**src/sv/aip_pkg.sv**
```systemverilog
`default_nettype none

package aip_pkg;

   // parse phases
   localparam logic [2:0] PH_START  = 3'd0;
   localparam logic [2:0] PH_SIGNED = 3'd1;
   localparam logic [2:0] PH_ZERO   = 3'd2;
   localparam logic [2:0] PH_PREFIX = 3'd3;
   localparam logic [2:0] PH_DIGITS = 3'd4;

   // number bases
   localparam logic [4:0] BASE_2  = 5'd2;
   localparam logic [4:0] BASE_8  = 5'd8;
   localparam logic [4:0] BASE_10 = 5'd10;
   localparam logic [4:0] BASE_16 = 5'd16;

   // special characters
   localparam logic [7:0] CHAR_NUL   = 8'h00;
   localparam logic [7:0] CHAR_MINUS = 8'h2D;
   localparam logic [7:0] CHAR_ZERO  = 8'h30;
   localparam logic [7:0] CHAR_UP_X  = 8'h58;
   localparam logic [7:0] CHAR_LO_X  = 8'h78;
   localparam logic [7:0] CHAR_UP_O  = 8'h4F;
   localparam logic [7:0] CHAR_LO_O  = 8'h6F;
   localparam logic [7:0] CHAR_UP_B  = 8'h42;
   localparam logic [7:0] CHAR_LO_B  = 8'h62;

   // value returned for a character that is no digit
   localparam logic [4:0] NOT_DIGIT = 5'd16;

   localparam int unsigned VALUE_W = 64;

   // one parsed result word
   typedef struct packed {
      logic [VALUE_W-1:0] value;
      logic               parse_error;
   } result_type;

   // digit value of a character, NOT_DIGIT if it is none
   function automatic logic [4:0] digit_value(input logic [7:0] c);
      logic [4:0] d;
      d = NOT_DIGIT;
      if (c inside {[8'h30:8'h39]}) begin
         d = 5'(c - 8'h30);
      end else if (c inside {[8'h41:8'h46]}) begin
         d = 5'(c - 8'h41 + 8'd10);
      end else if (c inside {[8'h61:8'h66]}) begin
         d = 5'(c - 8'h61 + 8'd10);
      end
      return d;
   endfunction

endpackage

`default_nettype wire

```
**src/sv/aip_parse.sv**
```systemverilog
`default_nettype none

module aip_parse #(
   parameter int unsigned RESULT_WIDTH = 64
) (
   input  wire logic                 clock,
   input  wire logic                 reset,
   input  wire logic                 step_valid,
   input  wire logic [7:0]           step_char,
   input  wire logic                 narrow,
   output logic                      result_valid,
   output aip_pkg::result_type       result
);

   localparam int unsigned NARROW_W = (RESULT_WIDTH < 32) ? RESULT_WIDTH : 32;

   logic [2:0]              phase_ff, phase_in;
   logic [4:0]              base_ff, base_in;
   logic                    negative_ff, negative_in;
   logic [RESULT_WIDTH-1:0] acc_ff, acc_in;
   logic                    error_ff, error_in;

   logic [4:0]              digit;
   logic                    digit_ok;
   logic [RESULT_WIDTH-1:0] acc_digit;
   logic [RESULT_WIDTH-1:0] acc_neg;
   logic signed [RESULT_WIDTH-1:0] full_s;
   logic signed [NARROW_W-1:0]     narrow_s;
   logic                    is_term;
   logic                    bad;

   assign digit    = aip_pkg::digit_value(step_char);
   assign digit_ok = (digit < base_ff);
   assign is_term  = (step_char == aip_pkg::CHAR_NUL);

   // accumulator times base plus digit; digit is below base so shifts just concat
   always_comb begin
      case (base_ff)
         aip_pkg::BASE_16: acc_digit = {acc_ff[RESULT_WIDTH-5:0], digit[3:0]};
         aip_pkg::BASE_8:  acc_digit = {acc_ff[RESULT_WIDTH-4:0], digit[2:0]};
         aip_pkg::BASE_2:  acc_digit = {acc_ff[RESULT_WIDTH-2:0], digit[0]};
         default: acc_digit = (acc_ff << 3) + (acc_ff << 1) + RESULT_WIDTH'(digit);
      endcase
   end

   // final value: negate, then sign-extend from full or narrow width
   assign acc_neg  = negative_ff ? (RESULT_WIDTH'(0) - acc_ff) : acc_ff;
   assign full_s   = acc_neg;
   assign narrow_s = acc_neg[NARROW_W-1:0];
   assign bad      = error_ff || (phase_ff == aip_pkg::PH_START)
                     || (phase_ff == aip_pkg::PH_SIGNED)
                     || (phase_ff == aip_pkg::PH_PREFIX);

   always_comb begin
      result_valid       = step_valid && is_term;
      result.parse_error = bad;
      if (bad) begin
         result.value = '0;
      end else if (narrow) begin
         result.value = aip_pkg::VALUE_W'(narrow_s);
      end else begin
         result.value = aip_pkg::VALUE_W'(full_s);
      end
   end

   // next state for one character
   always_comb begin
      phase_in    = phase_ff;
      base_in     = base_ff;
      negative_in = negative_ff;
      acc_in      = acc_ff;
      error_in    = error_ff;
      if (step_valid) begin
         if (is_term) begin
            phase_in    = aip_pkg::PH_START;
            base_in     = aip_pkg::BASE_10;
            negative_in = 1'b0;
            acc_in      = '0;
            error_in    = 1'b0;
         end else if (!error_ff) begin
            case (phase_ff)
               aip_pkg::PH_START, aip_pkg::PH_SIGNED: begin
                  if (step_char == aip_pkg::CHAR_MINUS && phase_ff == aip_pkg::PH_START) begin
                     negative_in = 1'b1;
                     phase_in    = aip_pkg::PH_SIGNED;
                  end else if (step_char == aip_pkg::CHAR_ZERO) begin
                     acc_in   = '0;
                     phase_in = aip_pkg::PH_ZERO;
                  end else if (digit_ok) begin
                     acc_in   = acc_digit;
                     phase_in = aip_pkg::PH_DIGITS;
                  end else begin
                     error_in = 1'b1;
                  end
               end
               aip_pkg::PH_ZERO: begin
                  if (step_char == aip_pkg::CHAR_UP_X || step_char == aip_pkg::CHAR_LO_X) begin
                     base_in  = aip_pkg::BASE_16;
                     phase_in = aip_pkg::PH_PREFIX;
                  end else if (step_char == aip_pkg::CHAR_UP_O
                               || step_char == aip_pkg::CHAR_LO_O) begin
                     base_in  = aip_pkg::BASE_8;
                     phase_in = aip_pkg::PH_PREFIX;
                  end else if (step_char == aip_pkg::CHAR_UP_B
                               || step_char == aip_pkg::CHAR_LO_B) begin
                     base_in  = aip_pkg::BASE_2;
                     phase_in = aip_pkg::PH_PREFIX;
                  end else if (digit_ok) begin
                     acc_in   = acc_digit;
                     phase_in = aip_pkg::PH_DIGITS;
                  end else begin
                     error_in = 1'b1;
                  end
               end
               aip_pkg::PH_PREFIX, aip_pkg::PH_DIGITS: begin
                  if (digit_ok) begin
                     acc_in   = acc_digit;
                     phase_in = aip_pkg::PH_DIGITS;
                  end else begin
                     error_in = 1'b1;
                  end
               end
               default: begin
                  error_in = 1'b1;
               end
            endcase
         end
      end
   end

   // parse state
   always_ff @(posedge clock) begin
      if (reset) begin
         phase_ff    <= aip_pkg::PH_START;
         base_ff     <= aip_pkg::BASE_10;
         negative_ff <= 1'b0;
         acc_ff      <= '0;
         error_ff    <= 1'b0;
      end else begin
         phase_ff    <= phase_in;
         base_ff     <= base_in;
         negative_ff <= negative_in;
         acc_ff      <= acc_in;
         error_ff    <= error_in;
      end
   end

endmodule

`default_nettype wire

```
**src/sv/ascii_integer_parser.sv**
```systemverilog
// Streaming integer parser: one ASCII character per word on req_, one
// result word on rsp_ for each zero byte that ends a string. Accepts an
// optional '-', then an optional 0x/0o/0b prefix (either case), then digits
// of that base (default ten). rsp_parse_error is set when no digit was seen
// or a bad character appeared, and rsp_value is then zero. The value wraps
// modulo 2^RESULT_WIDTH and is sign-extended to 64 bits; csr_write_data = 1
// truncates it to 32 bits first. A character is
// registered, run through the parse step (shift or times-ten
// add) and, at the terminator, registered into the result stage, so one
// word a cycle is sustained while rsp_stall is low. A terminator passes the
// input register and then the result register before its result is valid.
// Reset is synchronous and needs no clearing pass.
`default_nettype none

module ascii_integer_parser #(
   parameter int unsigned RESULT_WIDTH = 64
) (
   input  wire logic        clock,
   input  wire logic        reset,
   input  wire logic        req_valid,
   output logic             req_stall,
   input  wire logic [7:0]  req_char_code,
   output logic             rsp_valid,
   input  wire logic        rsp_stall,
   output logic [63:0]      rsp_value,
   output logic             rsp_parse_error,
   input  wire logic        csr_write_enable,
   input  wire logic        csr_write_data
);

   logic                narrow_ff;
   logic                in_valid_ff, in_valid_in;
   logic [7:0]          in_char_ff;
   logic                out_valid_ff, out_valid_in;
   aip_pkg::result_type out_ff;
   logic                advance;
   logic                core_valid;
   aip_pkg::result_type core_result;

   // config register
   always_ff @(posedge clock) begin
      if (reset) begin
         narrow_ff <= 1'b0;
      end else if (csr_write_enable) begin
         narrow_ff <= csr_write_data;
      end
   end

   // a terminator moves on only when the result register can take it
   assign advance   = in_valid_ff && ((in_char_ff != aip_pkg::CHAR_NUL)
                                      || !out_valid_ff || !rsp_stall);
   assign req_stall = in_valid_ff && !advance;

   // input register
   assign in_valid_in = req_stall ? in_valid_ff : req_valid;

   always_ff @(posedge clock) begin
      if (reset) begin
         in_valid_ff <= 1'b0;
      end else begin
         in_valid_ff <= in_valid_in;
      end
   end

   always_ff @(posedge clock) begin
      if (!req_stall) begin
         in_char_ff <= req_char_code;
      end
   end

   aip_parse #(
      .RESULT_WIDTH (RESULT_WIDTH)
   ) u_parse (
      .clock        (clock),
      .reset        (reset),
      .step_valid   (advance),
      .step_char    (in_char_ff),
      .narrow       (narrow_ff),
      .result_valid (core_valid),
      .result       (core_result)
   );

   // result register
   always_comb begin
      out_valid_in = out_valid_ff;
      if (core_valid) begin
         out_valid_in = 1'b1;
      end else if (!rsp_stall) begin
         out_valid_in = 1'b0;
      end
   end

   always_ff @(posedge clock) begin
      if (reset) begin
         out_valid_ff <= 1'b0;
      end else begin
         out_valid_ff <= out_valid_in;
      end
   end

   always_ff @(posedge clock) begin
      if (core_valid) begin
         out_ff <= core_result;
      end
   end

   assign rsp_valid       = out_valid_ff;
   assign rsp_value       = out_ff.value;
   assign rsp_parse_error = out_ff.parse_error;

endmodule

`default_nettype wire
```
**config.mk**
```make
export PLATFORM = sky130hd
export DESIGN_NAME = ascii_integer_parser
export DESIGN_NICKNAME = d
export VERILOG_FILES = /design/src/sv/aip_pkg.sv /design/src/sv/aip_parse.sv /design/src/sv/ascii_integer_parser.sv
export SDC_FILE = /design/constraint.sdc
export NUM_CORES = 1
export LEC_CHECK = 0
export BUFFER_PORTS_ARGS = -buffer_cell sky130_fd_sc_hd__buf_2
export CORE_MARGIN = 1.5
export CORE_UTILIZATION = 63
export CTS_CLUSTER_SIZE = 25
export DETAILED_ROUTE_END_ITERATION = 10
export PLACE_DENSITY = 0.79
export SLEW_MARGIN = 30
export SYNTH_ARGS = -nofsm -noshare
export SYNTH_HDL_FRONTEND = slang
export SYNTH_HIERARCHICAL = 1
export SYNTH_SLANG_ARGS = --single-unit
```
**constraint.sdc**
```tcl
create_clock -name clock -period 6 [get_ports clock]
set_input_delay 0.3 -clock clock [delete_from_list [all_inputs] [get_ports clock]]
set_output_delay 0.3 -clock clock [all_outputs]
set_load 0.1 [all_outputs]
```
# Yosys cells after proc, flatten, opt, wreduce, memory -nomap -nowiden

Cells that the tools add are included.

Mux-type cells: 45
Order comparisons: 7
Add/subtract/negate cells: 8
Eq/ne operators: 21
Reductions and logical operators: 32

Operators by type and width:

| operator              | number |
|---|---|
| $mux 64               | 10 |
| $pmux 64 s3           | 2 |
| $add 64x5->64         | 1 |
| $add 64x64->64        | 1 |
| $sub 1x64->64 const A | 1 |
| $eq 8x7->1 const B    | 6 |
| $mux 5                | 9 |
| $mux 3                | 8 |
| $eq 8x6->1 const B    | 2 |
| $ge 8x7->1 const B    | 2 |
| $le 8x7->1 const B    | 2 |
| $mux 1                | 14 |
| $ne 3x2->1 const B    | 4 |
| $add 5x4->5 const B   | 2 |
| $sub 5x1->5 const B   | 2 |
| $pmux 3 s3            | 1 |
| $ge 8x6->1 const B    | 1 |
| $le 8x6->1 const B    | 1 |
| $logic_not 8->1       | 1 |
| $logic_or 1x1->1      | 8 |
| $reduce_and 4->1      | 2 |
| $reduce_bool 4->1     | 2 |
| $reduce_bool 8->1     | 1 |
| $logic_and 1x1->1     | 7 |
| other kinds (17)      | 23 |

Input port bits: 14
Logic and storage cells: 124
Bits in registers: 150

# Logic depth before layout (Yosys ltp)

Word-level depth: 14
Gate-level depth with buffers: 20
Mapped depth without buffers: 20

# By module

Netlist, hierarchy kept.

Modules (own cells, without submodules):

| module               | sequential area each (um2) | area an instance (um2) | cells an instance | times used |
|---|---|---|---|---|
| aip_parse            | 1,441.4                    | 10,869.2               | 1,561             | 1 |
| ascii_integer_parser | 2,252.2                    | 2,347.3                | 90                | 1 |

# Worst setup path before layout

Ideal clock, no wire load.

Path kind: register -> register
From: register out_valid_ff (netlist: rsp_valid)
To: register u_parse.acc_ff[58]
Path slack: 1.425 ns
Stages on the path, launching flop included: 13
Arrival time: 4.450 ns
Path buffers: 3
Cells stage by stage: dfxtp_1 and2_1 a31oi_1 and3_1 clkbuf_1 nor2_1 nor2_1 o21ai_1 nor2b_1 buf_2 buf_1 a32oi_1 o21ai_0

Word-level cells in the longest chain between the ends: 5

Ends and longest elaborated chain:

| element                           | RTL line                   | text |
|---|---|---|
| start: declaration                | ascii_integer_parser.sv:34 | `logic out_valid_ff, out_valid_in;` |
| start signal: assignment          | ascii_integer_parser.sv:97 | `out_valid_ff <= out_valid_in;` |
| $logic_not 1->1                   | ascii_integer_parser.sv:51 | `\|\| !out_valid_ff \|\| !rsp_stall);` |
| $logic_or 1x1->1 (2 in series)    | ascii_integer_parser.sv:51 |  |
| $logic_and 1x1->1                 | ascii_integer_parser.sv:50 | `assign advance = in_valid_ff && ((in_char_ff != aip_pkg::CHAR_NUL)` |
| via advance                       | ascii_integer_parser.sv:36 | `logic advance;` |
| $reduce_and 7->1 (no source line) | n/a                        |  |
| end signal: assignment            | aip_parse.sv:143           | `acc_ff <= acc_in;` |
| end: declaration                  | aip_parse.sv:20            | `logic [RESULT_WIDTH-1:0] acc_ff, acc_in;` |

The timed path passes the listed nets, and every way through them passes these cells.
A chain may end at the register's enable or synchronous reset.

# Worst setup path in the final report

From: register in_char_ff[4]
To: register u_parse.acc_ff[59]

Word-level cells in the longest chain between the ends: 14
Elaborated cells between the ends (all ways): 53
Those cells by class: add/sub: 6; order compare: 7; eq/ne: 13; mux: 13; reduce/logical: 14

Ends and longest elaborated chain:

| element                                          | RTL line                                            | text |
|---|---|---|
| start: declaration                               | ascii_integer_parser.sv:33                          | `logic [7:0] in_char_ff;` |
| start signal: assignment                         | ascii_integer_parser.sv:67                          | `in_char_ff <= req_char_code;` |
| $sub 5x1->5 (tied with other cells)              | aip_pkg.sv:47, aip_pkg.sv:49                        |  |
| $add 5x4->5 or $logic_and 1x1->1 (tied branches) | aip_pkg.sv:47, aip_pkg.sv:49, aip_pkg.sv:48         |  |
| $mux 5                                           | aip_pkg.sv:48                                       | `end else if (c inside {[8'h61:8'h66]}) begin` |
| $mux 5                                           | aip_pkg.sv:46                                       | `end else if (c inside {[8'h41:8'h46]}) begin` |
| $mux 5                                           | aip_pkg.sv:44                                       | `if (c inside {[8'h30:8'h39]}) begin` |
| $add 64x5->64                                    | aip_parse.sv:42                                     | `default: acc_digit = (acc_ff << 3) + (acc_ff << 1) + RESULT_WIDTH'(digit);` |
| $pmux 64 s3                                      | aip_parse.sv:38                                     | `case (base_ff)` |
| $mux 64                                          | aip_parse.sv:89, aip_parse.sv:108, aip_parse.sv:116 |  |
| $mux 64                                          | aip_parse.sv:104                                    | `end else if (step_char == aip_pkg::CHAR_UP_B` |
| $mux 64                                          | aip_parse.sv:100                                    | `end else if (step_char == aip_pkg::CHAR_UP_O` |
| $mux 64                                          | aip_parse.sv:97                                     | `if (step_char == aip_pkg::CHAR_UP_X \|\| step_char == aip_pkg::CHAR_LO_X) begin` |
| $pmux 64 s3                                      | aip_parse.sv:81                                     | `case (phase_ff)` |
| $mux 64                                          | aip_parse.sv:80                                     | `end else if (!error_ff) begin` |
| $mux 64                                          | aip_parse.sv:74                                     | `if (is_term) begin` |

Parallel ways exist; a longest one is shown, timed or not. The select of a mux whose other input is x is not followed.

==> impl_metrics.ini <==
[clocking]
cts_buffers = 17
tritoncts = done
clk_latency_ns = 0.43
clockBufferDepth = 2
post_cts_buffers = 0
cts_root_buf = clkbuf_16
clock-sinks = 148
cts_resized = 0
clk_pin_slew_ns = 0.07
htree_levels = 4
ctsHoldBuffers = 0

[grt]
grt_start_max_net_pins = 74
grt.overflow.total = 0
antenna_found_initial = 0
grt_pass1_wl_um = 60900
grt_usage = 0.343
grt_pass1_vias = 12000

[setup_path]
cp_max_fo = 6
start_kind = flop
critPathCaptureType = flop
cp.depth = 15
crit_slowest_cell = or3b_2
crit_chain = or3b_2 > nor3_1 > a21oi_1 > fa_1 > ha_1 > a21o_1 > a21o_1 > or2_2 > a211oi_1 > o21bai_1 > o211ai_1 > a21oi_1 > or2_2 > o221a_2 > a221oi_1
rr_worst_depth = 15
critPathBufInv = 0
cp_data_required_time_ns = 6.33
path_class = flop to flop
cp.arrival_ns = 5.58
slowest_delay_ns = 0.56
critical-path-top-delay-family = compound AO/OA/AOI/OAI gates

[cells_and_area]
area_growth_pct = 7.29
mostFrequentLayoutCell = a21oi_1
layout_common_cells = a21oi_1, nand2_1, nor2_1
num-nets-final = 1774
antennaDiodeCount = 0
drive_gt1_frac = 0.0993

[sta]
timing_hold_violations_final = 0
clock.fmax_mhz = 191
skew_ns = 0.00887
slew_viol_final = 0
relSlewSlack = 0.399
timing.final.ws_setup_ns = 0.755
setup_violations = 0
period_share = 0.874
setup_tns_ns = 0
min_period_ns = 5.24
tightest_slew_ns = 0.893
rsz0062_at_grt = no

[job]
drv_cap = 0

[placed_design]
portBuffers = 80
place_hpwl_um = 25600
place.gp.congestion = 1.01
pre_cts_ws_ns = 0.907

[route]
wl_um = 37500
drc = 0
drt_iter0_markers = 1370
drt_pre_antenna_iters = 6
num_vias = 13000
via_per_inst = 6.81
wl_per_cell_um = 19.6
antenna_left = 0

[min_path]
min_path_cells = 1
hold_path_class = input pin to flop

[synthesis]
synth_warnings = 6
yosysSeqAreaShare = 0.279
postSynthAreaPerCell_sq_um = 8.01
ys_ff_latch = 148
synth_edf_count = 73
synth_top_area_share = 0.166
synth_top_cell_by_area = edfxtp_1
ys_types = 75
synth_ff_type = dfxtp_1
synth_cells = 1651
syn_nets = 1796
synth.area.top_cells = edfxtp_1, ha_1, dfxtp_1, a21oi_1, xor2_1
netlist_area_sq_mm = 0.0132
synthArstFlopShare = 0

[run_status]
status = completed

[die]
start_util = 0.647
die_x_um = 148
placementRows = 52
io_pins = 81
coreArea_sq_mm = 0.0204
die_area_sq_mm = 0.0219
die_h_um = 148

[power]
power.density_mw_per_mm2 = 157
vdd_drop_max_v = 0.000158
leakage_uw = 0.00628
==> path summary, 6_finish.rpt <==
check,slack [ns],startpoint,end
max reg2reg,0.76,in_char_ff[4],u_parse/acc_ff[59]
min,0.04,req_char_code[6],in_char_ff[6]
max,0.76,in_char_ff[4],u_parse/acc_ff[59]
min reg2reg,0.53,u_parse/phase_ff[0],u_parse/phase_ff[0]
==> metal layers <==
metal | share of wire | track usage | wire (um)
met1 | 0.42 | 0.454 | 15700
met2 | 0.46 | 0.564 | 17300
met3 | 0.079 | 0.0506 | 2970
met4 | 0.039 | 0.138 | 1470
met5 | 0 | 0 | 0
==> final cells by class <==
cell class / instances / area, sq um
sequential: 148 / 3700
fill: 1765 / 6250
timing repair buffer: 98 / 548
tap: 270 / 338
clock inverter: 15 / 155
inverter: 45 / 169
clock buffer: 17 / 425
multi-input combinational: 1319 / 8850
==> synth_stat cells, types with 25 or more instances <==
master	instances
a21oi_1	159
nand2_1	154
nor2_1	147
ha_1	129
clkbuf_1	122
o21ai_0	111
dfxtp_1	75
edfxtp_1	73
xor2_1	68
a21o_1	50
o22ai_1	48
inv_1	44
o211ai_1	38
xnor2_1	37
a22oi_1	29
o31ai_1	28
nor3_1	25
==> power by group <==
part / total, uW / leakage, uW / switching (uW) / internal [uW]
clock: 1080 / 0.000271 / 471 / 614
sequential: 1060 / 0.00134 / 8.12 / 1060
combinational: 72.9 / 0.00467 / 50.7 / 22.2
total: 2220 / 0.00628 / 529 / 1690
==> through the flow <==
step	std cells	utilization	power [uW]	instance area, sq um	hold slack [ns]
after global placement	1879	0.664	1150	13600	0.476
after global routing	1912	0.694	2290	14200	0.0245
after CTS	1911	0.692	2240	14100	0.0228
final	1912	0.694	2220	14200	0.0415
after floorplan	1651	-	1130	13200	0.369
after detailed placement	1879	0.664	1160	13600	0.478
==> state kept, by name (all words and copies together) (netlist names) <==
signal,count
in_char_ff,8
in_valid_ff,1
narrow_ff,1
rsp_parse_error,1
rsp_valid,1
rsp_value,64
u_parse/acc_ff,64
u_parse/base_ff,3
u_parse/error_ff,1
u_parse/negative_ff,1
u_parse/phase_ff,3
==> cells by family after synthesis <==
logic type	synth area share
compound gates	0.291
simple gates	0.176
buf+inv	0.0538
mux	0.00473
xor+xnor	0.0696
fa+ha+maj	0.125
flops	0.279
Power figures use the tool's default switching activity.
